<file path="config.mk">
export PLATFORM = sky130hd
export DESIGN_NAME = ifs_chaos_game_point_plotter
export DESIGN_NICKNAME = d
export VERILOG_FILES = /design/src/rtl/ifsc_pkg.sv /design/src/rtl/ifs_chaos_game_point_plotter.sv /design/src/rtl/ifsc_mac.sv
export SDC_FILE = /design/constraint.sdc
export NUM_CORES = 2
export LEC_CHECK = 0
export ABC_AREA = 1
export BUFFER_PORTS_ARGS = -buffer_cell sky130_fd_sc_hd__buf_2
export CAP_MARGIN = 0
export CORE_ASPECT_RATIO = 0.5
export CORE_MARGIN = 3
export CORE_UTILIZATION = 55
export DETAILED_ROUTE_END_ITERATION = 16
export GPL_ROUTABILITY_DRIVEN = 0
export HOLD_SLACK_MARGIN = 0.05
export PLACE_DENSITY = 0.81
export SLEW_MARGIN = 20
export SYNTH_ARGS = -nofsm -noshare
export SYNTH_HDL_FRONTEND = slang
export SYNTH_SLANG_ARGS = --single-unit
</file>
<file path="constraint.sdc">
create_clock -name clk -period 12.1 [get_ports clk]
set_clock_uncertainty 0.1 [all_clocks]
set_input_delay 2.42 -clock clk [delete_from_list [all_inputs] [get_ports clk]]
set_output_delay 2.42 -clock clk [all_outputs]
set_load 0.05 [all_outputs]
</file>
<file path="src/rtl/ifsc_pkg.sv">
// ----------------------------------------------------------------------------
// ifsc_pkg: shared definitions for the chaos-game point plotter
// Widths, register index codes, frame defaults and the multiply-accumulate
// operation record passed from the sequencer to the shared arithmetic unit.
// ----------------------------------------------------------------------------
package ifsc_pkg;

  // Fixed-point formats: coefficients are Q2.14, the point is Q6.14.
  localparam int FRAC_BITS = 14;
  localparam int COEF_W    = 16;
  localparam int PT_W      = 20;
  localparam int PROD_W    = COEF_W + PT_W;
  // Two products plus a shifted 16-bit offset fit with margin in 38 bits.
  localparam int ACC_W     = PROD_W + 2;
  localparam int PIX_W     = 16;
  localparam int RAND_W    = 15;

  // Configuration port.
  localparam int CFG_W     = 64;
  localparam int CFG_IDX_W = 3;

  localparam logic [CFG_IDX_W-1:0] REG_MAP0_LINEAR    = 3'd0;
  localparam logic [CFG_IDX_W-1:0] REG_MAP1_LINEAR    = 3'd1;
  localparam logic [CFG_IDX_W-1:0] REG_MAP2_LINEAR    = 3'd2;
  localparam logic [CFG_IDX_W-1:0] REG_MAP3_LINEAR    = 3'd3;
  localparam logic [CFG_IDX_W-1:0] REG_X_TRANSLATIONS = 3'd4;
  localparam logic [CFG_IDX_W-1:0] REG_Y_TRANSLATIONS = 3'd5;
  localparam logic [CFG_IDX_W-1:0] REG_MAP_THRESHOLDS = 3'd6;
  localparam logic [CFG_IDX_W-1:0] REG_VIEW_TRANSFORM = 3'd7;

  localparam int THRESH_W  = 48;

  // Frame geometry defaults.
  localparam int FRAME_WIDTH_DEF  = 256;
  localparam int FRAME_HEIGHT_DEF = 256;

  // One operation of the shared multiply-accumulate unit.
  typedef struct packed {
    logic                     en;
    logic                     clear;    // start a new sum from addend
    logic signed [COEF_W-1:0] coef;
    logic signed [PT_W-1:0]   operand;
    logic signed [ACC_W-1:0]  addend;
  } mac_op_t;

endpackage

</file>
<file path="src/rtl/ifs_chaos_game_point_plotter.sv">
// ----------------------------------------------------------------------------
// ifs_chaos_game_point_plotter: iterated function system chaos-game plotter
// Applies one of four configurable affine maps to a stored point for every
// input transaction and reports the resulting pixel, its frame address and
// the running pixel extents.
// ----------------------------------------------------------------------------
// Usage:
//   The input stream (s_tvalid/s_tready/s_tdata/s_tuser) carries a 15-bit
//   random value in s_tdata and a restart flag in s_tuser. A transaction with
//   restart set returns the point to the origin and clears the extents before
//   the map is applied. Each input transaction yields exactly one output
//   transaction on m_tvalid/m_tready/m_tdata/m_tuser.
//   Configuration registers are written through cfg_we/cfg_index/cfg_data
//   and must only change while the block is idle.
// Timing:
//   All six products of one point go through a single shared 16x20 multiplier,
//   one product per cycle, followed by the row-result step S_PYFIN and the
//   address-and-extents step S_OUT. The result is registered into the output
//   register in that last step, and the block takes no new item until the
//   step is done; s_tready is low while it works.
// Reset and stalls:
//   rst (synchronous) clears the point, extents, state and configuration
//   registers and drops m_tvalid. A finished result sits in the output
//   register until it is taken; the next input may be accepted meanwhile,
//   but its result then waits in its final step until the register frees up.
// ----------------------------------------------------------------------------
module ifs_chaos_game_point_plotter #(
  parameter int FRAME_WIDTH  = ifsc_pkg::FRAME_WIDTH_DEF,
  parameter int FRAME_HEIGHT = ifsc_pkg::FRAME_HEIGHT_DEF
) (
  input  logic                               clk,
  input  logic                               rst,
  // Input stream.
  input  logic                               s_tvalid,
  output logic                               s_tready,
  input  logic [15:0]                        s_tdata,   // [14:0] random_value, [15] zero
  input  logic                               s_tuser,   // [0] restart
  // Output stream.
  output logic                               m_tvalid,
  input  logic                               m_tready,
  // [15:0] pixel_address, [31:16] pixel_x, [47:32] pixel_y, [63:48] least_x,
  // [79:64] greatest_x, [95:80] least_y, [111:96] greatest_y
  output logic [111:0]                       m_tdata,
  output logic                               m_tuser,   // [0] in_frame
  // Configuration write port.
  input  logic                               cfg_we,
  input  logic [ifsc_pkg::CFG_IDX_W-1:0]     cfg_index,
  input  logic [ifsc_pkg::CFG_W-1:0]         cfg_data
);

  localparam int ACC_W  = ifsc_pkg::ACC_W;
  localparam int PT_W   = ifsc_pkg::PT_W;
  localparam int PIX_W  = ifsc_pkg::PIX_W;
  localparam int FB     = ifsc_pkg::FRAC_BITS;
  localparam int Q_W    = ACC_W - FB;   // integer part of the sum
  localparam int SUM_W  = Q_W + 1;

  localparam logic signed [ACC_W-1:0] ROUND_HALF = ACC_W'(1) <<< (FB - 1);
  localparam logic signed [SUM_W-1:0] PT_MAX  = SUM_W'((1 << (PT_W - 1)) - 1);
  localparam logic signed [SUM_W-1:0] PT_MIN  = -SUM_W'(1 << (PT_W - 1));
  localparam logic signed [SUM_W-1:0] PIX_MAX = SUM_W'((1 << (PIX_W - 1)) - 1);
  localparam logic signed [SUM_W-1:0] PIX_MIN = -SUM_W'(1 << (PIX_W - 1));
  localparam logic signed [PIX_W-1:0] EXT_LOW_INIT  = {1'b0, {(PIX_W-1){1'b1}}};
  localparam logic signed [PIX_W-1:0] EXT_HIGH_INIT = {1'b1, {(PIX_W-1){1'b0}}};
  localparam logic signed [PIX_W:0]   WIDTH_LIM  = (PIX_W+1)'(FRAME_WIDTH);
  localparam logic signed [PIX_W:0]   HEIGHT_LIM = (PIX_W+1)'(FRAME_HEIGHT);
  localparam logic [PIX_W-1:0]        HEIGHT_MUL = PIX_W'(FRAME_HEIGHT);

  // Sequencer states.
  localparam logic [3:0] S_IDLE  = 4'd0;
  localparam logic [3:0] S_AX    = 4'd1;
  localparam logic [3:0] S_BY    = 4'd2;
  localparam logic [3:0] S_CX    = 4'd3;
  localparam logic [3:0] S_DY    = 4'd4;
  localparam logic [3:0] S_PX    = 4'd5;
  localparam logic [3:0] S_PY    = 4'd6;
  localparam logic [3:0] S_PYFIN = 4'd7;
  localparam logic [3:0] S_OUT   = 4'd8;

  // Configuration registers.
  logic [ifsc_pkg::CFG_W-1:0]    map_linear [4];
  logic [ifsc_pkg::CFG_W-1:0]    x_translations;
  logic [ifsc_pkg::CFG_W-1:0]    y_translations;
  logic [ifsc_pkg::THRESH_W-1:0] map_thresholds;
  logic [ifsc_pkg::CFG_W-1:0]    view_transform;

  // Working state.
  logic [3:0]                    state;
  logic [1:0]                    map_sel;
  logic [1:0]                    map_pick;
  logic signed [PT_W-1:0]        point_x;
  logic signed [PT_W-1:0]        point_y;
  logic signed [PT_W-1:0]        new_x;
  logic signed [PIX_W-1:0]       pix_x;
  logic signed [PIX_W-1:0]       pix_y;
  logic signed [PIX_W-1:0]       ext_min_x;
  logic signed [PIX_W-1:0]       ext_max_x;
  logic signed [PIX_W-1:0]       ext_min_y;
  logic signed [PIX_W-1:0]       ext_max_y;

  // Output register.
  logic                          out_valid;
  logic [111:0]                  out_data;
  logic                          out_frame;

  ifsc_pkg::mac_op_t             mac_op;
  logic signed [ACC_W-1:0]       acc;

  logic [ifsc_pkg::CFG_W-1:0]    coef_word;
  logic signed [15:0]            trans_e;
  logic signed [15:0]            trans_f;
  logic [15:0]                   rand_ext;
  logic                          in_fire;
  logic                          out_free;
  logic signed [PT_W-1:0]        map_result;
  logic signed [PIX_W-1:0]       pix_result;
  logic signed [15:0]            trans_sel;
  logic signed [PIX_W-1:0]       min_x_next;
  logic signed [PIX_W-1:0]       max_x_next;
  logic signed [PIX_W-1:0]       min_y_next;
  logic signed [PIX_W-1:0]       max_y_next;
  logic                          in_view;
  logic [PIX_W-1:0]              address;

  // Round-to-Q6.14 (the half was added up front), add translation, saturate.
  function automatic logic signed [PT_W-1:0] finish_point(
    input logic signed [ACC_W-1:0] sum,
    input logic signed [15:0]      trans
  );
    logic signed [SUM_W-1:0] v;
    v = SUM_W'($signed(sum[ACC_W-1:FB])) + SUM_W'(trans);
    if (v > PT_MAX) begin
      finish_point = PT_MAX[PT_W-1:0];
    end else if (v < PT_MIN) begin
      finish_point = PT_MIN[PT_W-1:0];
    end else begin
      finish_point = v[PT_W-1:0];
    end
  endfunction

  // Drop the fraction toward zero and saturate to a 16-bit pixel coordinate.
  function automatic logic signed [PIX_W-1:0] finish_pixel(
    input logic signed [ACC_W-1:0] sum
  );
    logic signed [SUM_W-1:0] v;
    v = SUM_W'($signed(sum[ACC_W-1:FB]));
    if (sum[ACC_W-1] && (sum[FB-1:0] != '0)) begin
      v = v + SUM_W'(1);
    end
    if (v > PIX_MAX) begin
      finish_pixel = PIX_MAX[PIX_W-1:0];
    end else if (v < PIX_MIN) begin
      finish_pixel = PIX_MIN[PIX_W-1:0];
    end else begin
      finish_pixel = v[PIX_W-1:0];
    end
  endfunction

  assign s_tready = (state == S_IDLE);
  assign in_fire  = s_tvalid && s_tready;
  assign out_free = !out_valid || m_tready;
  assign m_tvalid = out_valid;
  assign m_tdata  = out_data;
  assign m_tuser  = out_frame;

  // Map selection: the first threshold above the random value wins.
  assign rand_ext = {1'b0, s_tdata[ifsc_pkg::RAND_W-1:0]};
  always_comb begin
    priority if (rand_ext < map_thresholds[15:0]) begin
      map_pick = 2'd0;
    end else if (rand_ext < map_thresholds[31:16]) begin
      map_pick = 2'd1;
    end else if (rand_ext < map_thresholds[47:32]) begin
      map_pick = 2'd2;
    end else begin
      map_pick = 2'd3;
    end
  end

  assign coef_word = map_linear[map_sel];
  assign trans_e   = x_translations[{map_sel, 4'd0} +: 16];
  assign trans_f   = y_translations[{map_sel, 4'd0} +: 16];
  assign trans_sel = (state == S_CX) ? trans_e : trans_f;

  // The sum left in the accumulator by the previous step is finished here.
  assign map_result = finish_point(acc, trans_sel);
  assign pix_result = finish_pixel(acc);

  // Step schedule of the shared multiplier.
  always_comb begin
    mac_op         = '0;
    mac_op.addend  = ROUND_HALF;
    unique case (state)
      S_AX: begin
        mac_op.en      = 1'b1;
        mac_op.clear   = 1'b1;
        mac_op.coef    = coef_word[15:0];
        mac_op.operand = point_x;
      end
      S_BY: begin
        mac_op.en      = 1'b1;
        mac_op.coef    = coef_word[31:16];
        mac_op.operand = point_y;
      end
      S_CX: begin
        mac_op.en      = 1'b1;
        mac_op.clear   = 1'b1;
        mac_op.coef    = coef_word[47:32];
        mac_op.operand = point_x;
      end
      S_DY: begin
        mac_op.en      = 1'b1;
        mac_op.coef    = coef_word[63:48];
        mac_op.operand = point_y;
      end
      S_PX: begin
        mac_op.en      = 1'b1;
        mac_op.clear   = 1'b1;
        mac_op.coef    = view_transform[15:0];
        mac_op.operand = new_x;
        mac_op.addend  = {{(ACC_W-16-FB){view_transform[47]}}, view_transform[47:32],
                          {FB{1'b0}}};
      end
      S_PY: begin
        mac_op.en      = 1'b1;
        mac_op.clear   = 1'b1;
        mac_op.coef    = view_transform[31:16];
        mac_op.operand = point_y;
        mac_op.addend  = {{(ACC_W-16-FB){view_transform[63]}}, view_transform[63:48],
                          {FB{1'b0}}};
      end
      default: begin
        mac_op.en = 1'b0;
      end
    endcase
  end

  ifsc_mac u_mac (
    .clk (clk),
    .op  (mac_op),
    .acc (acc)
  );

  // Extents include the current pixel; the frame test and address use it too.
  assign min_x_next = (pix_x < ext_min_x) ? pix_x : ext_min_x;
  assign max_x_next = (pix_x > ext_max_x) ? pix_x : ext_max_x;
  assign min_y_next = (pix_y < ext_min_y) ? pix_y : ext_min_y;
  assign max_y_next = (pix_y > ext_max_y) ? pix_y : ext_max_y;
  assign in_view    = ((PIX_W+1)'(pix_x) >= 0) && ((PIX_W+1)'(pix_x) < WIDTH_LIM) &&
                      ((PIX_W+1)'(pix_y) >= 0) && ((PIX_W+1)'(pix_y) < HEIGHT_LIM);
  assign address    = in_view ? PIX_W'(pix_x * HEIGHT_MUL + pix_y) : '0;

  // Configuration registers.
  always_ff @(posedge clk) begin
    if (rst) begin
      for (int i = 0; i < 4; i++) begin
        map_linear[i] <= '0;
      end
      x_translations <= '0;
      y_translations <= '0;
      map_thresholds <= '0;
      view_transform <= '0;
    end else if (cfg_we) begin
      unique case (cfg_index)
        ifsc_pkg::REG_MAP0_LINEAR:    map_linear[0]  <= cfg_data;
        ifsc_pkg::REG_MAP1_LINEAR:    map_linear[1]  <= cfg_data;
        ifsc_pkg::REG_MAP2_LINEAR:    map_linear[2]  <= cfg_data;
        ifsc_pkg::REG_MAP3_LINEAR:    map_linear[3]  <= cfg_data;
        ifsc_pkg::REG_X_TRANSLATIONS: x_translations <= cfg_data;
        ifsc_pkg::REG_Y_TRANSLATIONS: y_translations <= cfg_data;
        ifsc_pkg::REG_MAP_THRESHOLDS: map_thresholds <= cfg_data[ifsc_pkg::THRESH_W-1:0];
        ifsc_pkg::REG_VIEW_TRANSFORM: view_transform <= cfg_data;
        default:                      map_thresholds <= map_thresholds;
      endcase
    end
  end

  // Sequencer, point and extents.
  always_ff @(posedge clk) begin
    if (rst) begin
      state     <= S_IDLE;
      point_x   <= '0;
      point_y   <= '0;
      ext_min_x <= EXT_LOW_INIT;
      ext_max_x <= EXT_HIGH_INIT;
      ext_min_y <= EXT_LOW_INIT;
      ext_max_y <= EXT_HIGH_INIT;
      out_valid <= 1'b0;
    end else begin
      // In the output step the register is refilled whenever it drains.
      if (out_valid && m_tready && (state != S_OUT)) begin
        out_valid <= 1'b0;
      end
      unique case (state)
        S_IDLE: begin
          if (in_fire) begin
            map_sel <= map_pick;
            if (s_tuser) begin
              point_x   <= '0;
              point_y   <= '0;
              ext_min_x <= EXT_LOW_INIT;
              ext_max_x <= EXT_HIGH_INIT;
              ext_min_y <= EXT_LOW_INIT;
              ext_max_y <= EXT_HIGH_INIT;
            end
            state <= S_AX;
          end
        end
        S_AX:    state <= S_BY;
        S_BY:    state <= S_CX;
        S_CX: begin
          new_x <= map_result;
          state <= S_DY;
        end
        S_DY:    state <= S_PX;
        S_PX: begin
          point_x <= new_x;
          point_y <= map_result;
          state   <= S_PY;
        end
        S_PY: begin
          pix_x <= pix_result;
          state <= S_PYFIN;
        end
        S_PYFIN: begin
          pix_y <= pix_result;
          state <= S_OUT;
        end
        S_OUT: begin
          if (out_free) begin
            ext_min_x <= min_x_next;
            ext_max_x <= max_x_next;
            ext_min_y <= min_y_next;
            ext_max_y <= max_y_next;
            out_valid <= 1'b1;
            out_frame <= in_view;
            out_data  <= {max_y_next, min_y_next, max_x_next, min_x_next,
                          pix_y, pix_x, address};
            state     <= S_IDLE;
          end
        end
        default: state <= S_IDLE;
      endcase
    end
  end

endmodule

</file>
<file path="src/rtl/ifsc_mac.sv">
// ----------------------------------------------------------------------------
// ifsc_mac: shared multiply-accumulate unit
// Multiplies a 16-bit coefficient by a 20-bit operand and either starts a new
// sum (product plus addend) or adds the product to the running sum.
// ----------------------------------------------------------------------------
module ifsc_mac (
  input  logic                                clk,
  input  ifsc_pkg::mac_op_t                   op,
  output logic signed [ifsc_pkg::ACC_W-1:0]   acc
);

  logic signed [ifsc_pkg::PROD_W-1:0] prod;
  logic signed [ifsc_pkg::ACC_W-1:0]  base;

  assign prod = op.coef * op.operand;
  assign base = op.clear ? op.addend : acc;

  always_ff @(posedge clk) begin
    if (op.en) begin
      acc <= base + ifsc_pkg::ACC_W'(prod);
    end
  end

endmodule

</file>
After elaboration in Yosys (flattened, before gate mapping). Memories as Yosys holds them, arrays and structs flattened. Index checks and enable logic that the tools add are counted.

Word-level logic and storage cells: 158. Bits in registers: 554. RAM bits: 256. Output and inout port bits: 115. Memories: 1. Input bits: 89.

Shift operators: 2. Bitwise gates (word level): 5. Eq/ne operators: 19. Muxes and demuxes: 61. $mul: 1. Reductions and logical operators: 29. $lt $le $gt $ge: 15. $add $sub $neg: 4.

Memory list: map_linear (depth 4, bits a word 64, read ports 1, clocked after Yosys merged registers in 0, wr ports 4, RTL line ifs_chaos_game_point_plotter.sv:81) `logic [ifsc_pkg::CFG_W-1:0] map_linear [4];`.

Operators with widths (count): $mux W64 (4); $mux W16 (15); $pmux W36 S6 (1); $pmux W16 S2 (4); $shiftx A64 B7 Y16 (2); $mux W20 (4); $pmux W20 S2 (2); $pmux W38 S2 (1); $lt A15 B16 Y1 (3); $add A38 B36 Y38 (1); $mux W38 (1); $mul A16 B20 Y36 (1); $pmux W4 S9 (1); $ge A16 B1 Y1 const B (2); $gt A16 B16 Y1 (2); $lt A16 B10 Y1 const B (2); $lt A16 B16 Y1 (2); $add A24 B16 Y25 (1); $add A24 B2 Y25 const B (1); $gt A25 B16 Y1 const B (1); $gt A25 B20 Y1 const B (1); $lt A25 B16 Y1 const B (1); $lt A25 B20 Y1 const B (1); $mux W1 (25); 28 further kinds (57).

Logic depth before layout (Yosys ltp).
Depth after elaboration: 7. Gate-level depth with buffers: 34. Gate-level depth less buffers: 31.

Modules after synthesis. A second synthesis with hierarchy kept.

Cells, all modules: 6255. Area total of the unflattened synthesis: 52567.9 µm².

Modules (own cells, without submodules): ifs_chaos_game_point_plotter (area each 36572.6 µm², seq. area each 19688.9 µm², instances 1, cells an instance 4205); ifsc_mac (area each 15995.3 µm², seq. area each 1141.1 µm², instances 1, cells an instance 2050).

Worst setup path after synthesis. OpenSTA, ideal clock, no wires.

Path kind: input -> register. Start: input port rst. End: register out_data[0] (netlist: m_tdata[0]), enable pin. Data arrival time: 10.445 ns. Stages on the path: 3. Path buffers: 2. Library setup time: 0.724 ns. Path slack: 0.831 ns. Data required time: 11.276 ns. Cells stage by stage: clkbuf_1 -> clkbuf_1 -> nor3_1.

Word-level cells in the longest chain between the ends: 2.

RTL lines: start: declaration (RTL line ifs_chaos_game_point_plotter.sv:32) `input logic rst,`; $not A1 Y1 (no line); $reduce_and A3 Y1 (no line); end signal: assignment (RTL line ifs_chaos_game_point_plotter.sv:337) `out_data <= {max_y_next, min_y_next, max_x_next, min_x_next,`; end: declaration (RTL line ifs_chaos_game_point_plotter.sv:103) `logic [111:0] out_data;`.

No other way between the ends. A chain may end at the register's enable or synchronous reset.

==> results.yml <==
run_status:
  status: "completed"
floorplan:
  pin_count: 204
  die_w_microns: 437.9
  dieArea_sq_um: 97190
  num_rows: 78
  die_y_microns: 222.0
  core_sq_um: 91540
  initial_core_util_pct: 56.04
final_layout:
  fin_area_sq_um: 55940
  drive_above_1_share_pct: 8.314
  finalNetCount: 6643
  area_delta_synth_final_pct: 9.056
synthesis:
  synth_top_area_cell: "edfxtp_1"
  yosys.cell_types.count: 58
  ys.flop_type: "edfxtp_1"
  syn_area_sq_um: 51300
  synthesis.nets: 6576
  syn_area_per_cell_sq_um: 8.733
  synth_edf_count: 461
  synth_area_leaders: "edfxtp_1 27%, fa_1 14%, dfxtp_1 14%, nand2_1 7.3%, inv_1 6.3%"
  netlist_instances: 5874
  synth-seq-cells: 810
  async_reset_ff_share_pct: 0
  yosys.area.top_type_share_pct: 26.99
  ys_seq_area_share_pct: 40.61
  yosys_warnings: 0
power:
  p_per_area_nw_per_um2: 151.7
  finalPower_mw: 8.486
  ir_drop_mv: 0.1121
  p_leak_nw: 24.52
sta:
  hold_viol: 0
  fin_crit_sh_pct: 73.80
  holdWs_ps: 360.8
  max_slew.worst_pin.slew_ps: 1188
  finalSetupViolations: 0
  slew_violations: 0
  setup_tns_ps: 0
  period_minus_slack_ps: 8930
  rsz0062_at_grt: "no"
  slew_headroom_pct: 20.69
  timing.fmax_ghz: 0.1120
clock_network:
  post_cts_buffers: 0
  cts.clk_slew.worst_paths_ps: 80
  numCtsBuffers: 73
  insertion_delay_ps: 700
  clockRootBuffer: "clkbuf_16"
  htreeDepth: 3
  cts_tree: "done"
  cts_resized: 0
  ctsHoldBuffers: 0
  clock_sinks: 810
  clock_path_buffers: 3
setup_path:
  start_kind: "flop"
  slowest_delay_ps: 730
  crit_top_cell: "inv_1"
  r2r_setup_slack_ps: 3170
  worst_r2r_endpoint: "u_mac.acc[37]"
  end_kind: "flop"
  crit_fanout: 88
  r2r-start: "map_sel[0]"
  reg2reg_depth: 30
  worstPathRequired_ps: 12450
  crit_path_top_delay_cell: "inv_4"
  path_class: "flop to flop"
  cp.arrival_ps: 9280
min_path:
  hold_path.class: "flop to flop"
  min-delay-start: "map_thresholds[35]"
  hold_path_depth: 2
  min_to: "map_thresholds[35]"
route:
  post_drt_wl_per_cell_microns: 20.50
  drt_iter0_drc: 5677
  ant_nets: 0
  drcViolationCount: 0
  vias: 42923
  wirelength_microns: 148500
  viasPerCell: 5.926
  firstDrtPassIters: 7
placed_design:
  dpl.hpwl_microns: 102900
  portBuffers: 202
  placedInstanceArea_sq_um: 53360
grt:
  grt_pass1_wl_microns: 230200
  grt_max_degree: 101
  grtUsageTotal_pct: 30.11
  antenna_found_initial: 7
  grt_pass1_vias: 42395
  gr-total-overflow: 0
flow_run:
  drv_cap: 0
==> cells in the final DEF, fill, tap and decap left out, types with 22 or more instances in the layout <==
master,count
buf_4,62
inv_1,852
xor2_1,45
dfxtp_1,349
nand3_1,169
a21oi_1,488
edfxtp_1,461
and2_1,35
nand4_1,78
o22ai_1,63
o21ai_0,441
ha_1,245
buf_2,201
nor2_1,697
nor3_1,22
fa_1,368
xnor2_1,32
clkbuf_16,73
nand2_1,995
nand2_2,25
==> metal layers <==
layer,vias to the layer above,wire length [microns],track usage (%),share of wire (%)
met5,-,56,0,0.038
met3,507,19180,8.348,13
met4,8,6548,12.57,4.4
met1,20555,55210,39.09,37
met2,2605,67520,47.65,45
li1,19248,-,-,-
==> per-stage QoR <==
| stage | std cells | util [%] | worst slack (ps) |
|---|---|---|---|
| final | 7243 | 61.11 | 3170 |
| after global routing | 7242 | 61.11 | 2792 |
| after CTS | 7240 | 61.06 | 3311 |
| after detailed placement | 7104 | 58.30 | 3341 |
| after global placement | 7104 | 58.30 | 3479 |
| after floorplan | 5874 | - | 830.5 |
==> worst max-delay path: cells and delay by family (launching register included) <==
family,cells,cell delay [ps]
AOI/OAI and AO/OA,7,1410
and+or+nand+nor,7,850
adders and majority gates,7,3720
buffers and inverters,9,2080
DFF,1,470
==> cells in the mapped netlist (all sizes together), types with 78 or more instances <==
| cell type | count |
|---|---|
| a21oi | 499 |
| clkbuf | 192 |
| nor2 | 721 |
| nand2 | 1024 |
| edfxtp | 461 |
| nand4 | 78 |
| inv | 865 |
| fa | 368 |
| ha | 245 |
| dfxtp | 349 |
| buf | 83 |
| o21ai | 445 |
| nand3 | 175 |
==> layout make-up <==
| class | count | area, sq um |
|---|---|---|
| antenna | 1 | 2.502 |
| clock buffer | 96 | 2023 |
| clock inverter | 40 | 504.2 |
| fill | 7394 | 35600 |
| inverter | 873 | 3286 |
| multi-input combinational | 3916 | 26200 |
| sequential | 810 | 20830 |
| tap | 1240 | 1551 |
| timing repair buffer | 267 | 1546 |
==> sequential cells by signal, indices dropped and copies added, names as in the netlist <==
name and flops:
ext_min_x 16, pix_y 16, pix_x 16, map_linear 256, point_y 20, point_x 20, y_translations 64, m_tvalid 1
m_tdata 112, ext_max_x 16, new_x 20, map_sel 2, state 4, m_tuser 1, ext_max_y 16, u_mac.acc 38
x_translations 64, ext_min_y 16, view_transform 64, map_thresholds 48
==> cell families (layout without fill, tap and decap cells) <==
logic type,count (synthesis),in the layout,synth area share [%]
AOI/OAI and AO/OA,1131,1131,12.25
xor gates and xnor gates,77,77,1.315
buffers and inverters,1148,1276,8.608
and+or+nand+nor,2095,2095,16.88
DFF,810,810,40.61
other,0,1,0
adders and majority gates,613,613,20.34
==> power by group <==
group	total [mW]	internal, mW	switching [mW]
Clock	2.48	1.36	1.13
Combinational	2.68	0.839	1.84
Sequential	3.32	3.17	0.149
Total	8.49	5.37	3.12
==> worst max path at each step <==
stage / start / end / slack (ps) / cells after the start
5_1_grt: map_sel[0] / u_mac.acc[37] / 2790 / 30
6_report: map_sel[0] / u_mac.acc[37] / 3170 / 30
2_1_floorplan: rst / m_tdata[0] / 830 / 3
3_5_place_dp: map_sel[0] / u_mac.acc[37] / 3340 / 30
3_3_place_gp: map_sel[0] / u_mac.acc[37] / 3480 / 30
4_1_cts: map_sel[0] / u_mac.acc[37] / 3310 / 30
No activity file was read; power rests on OpenSTA's default activity.
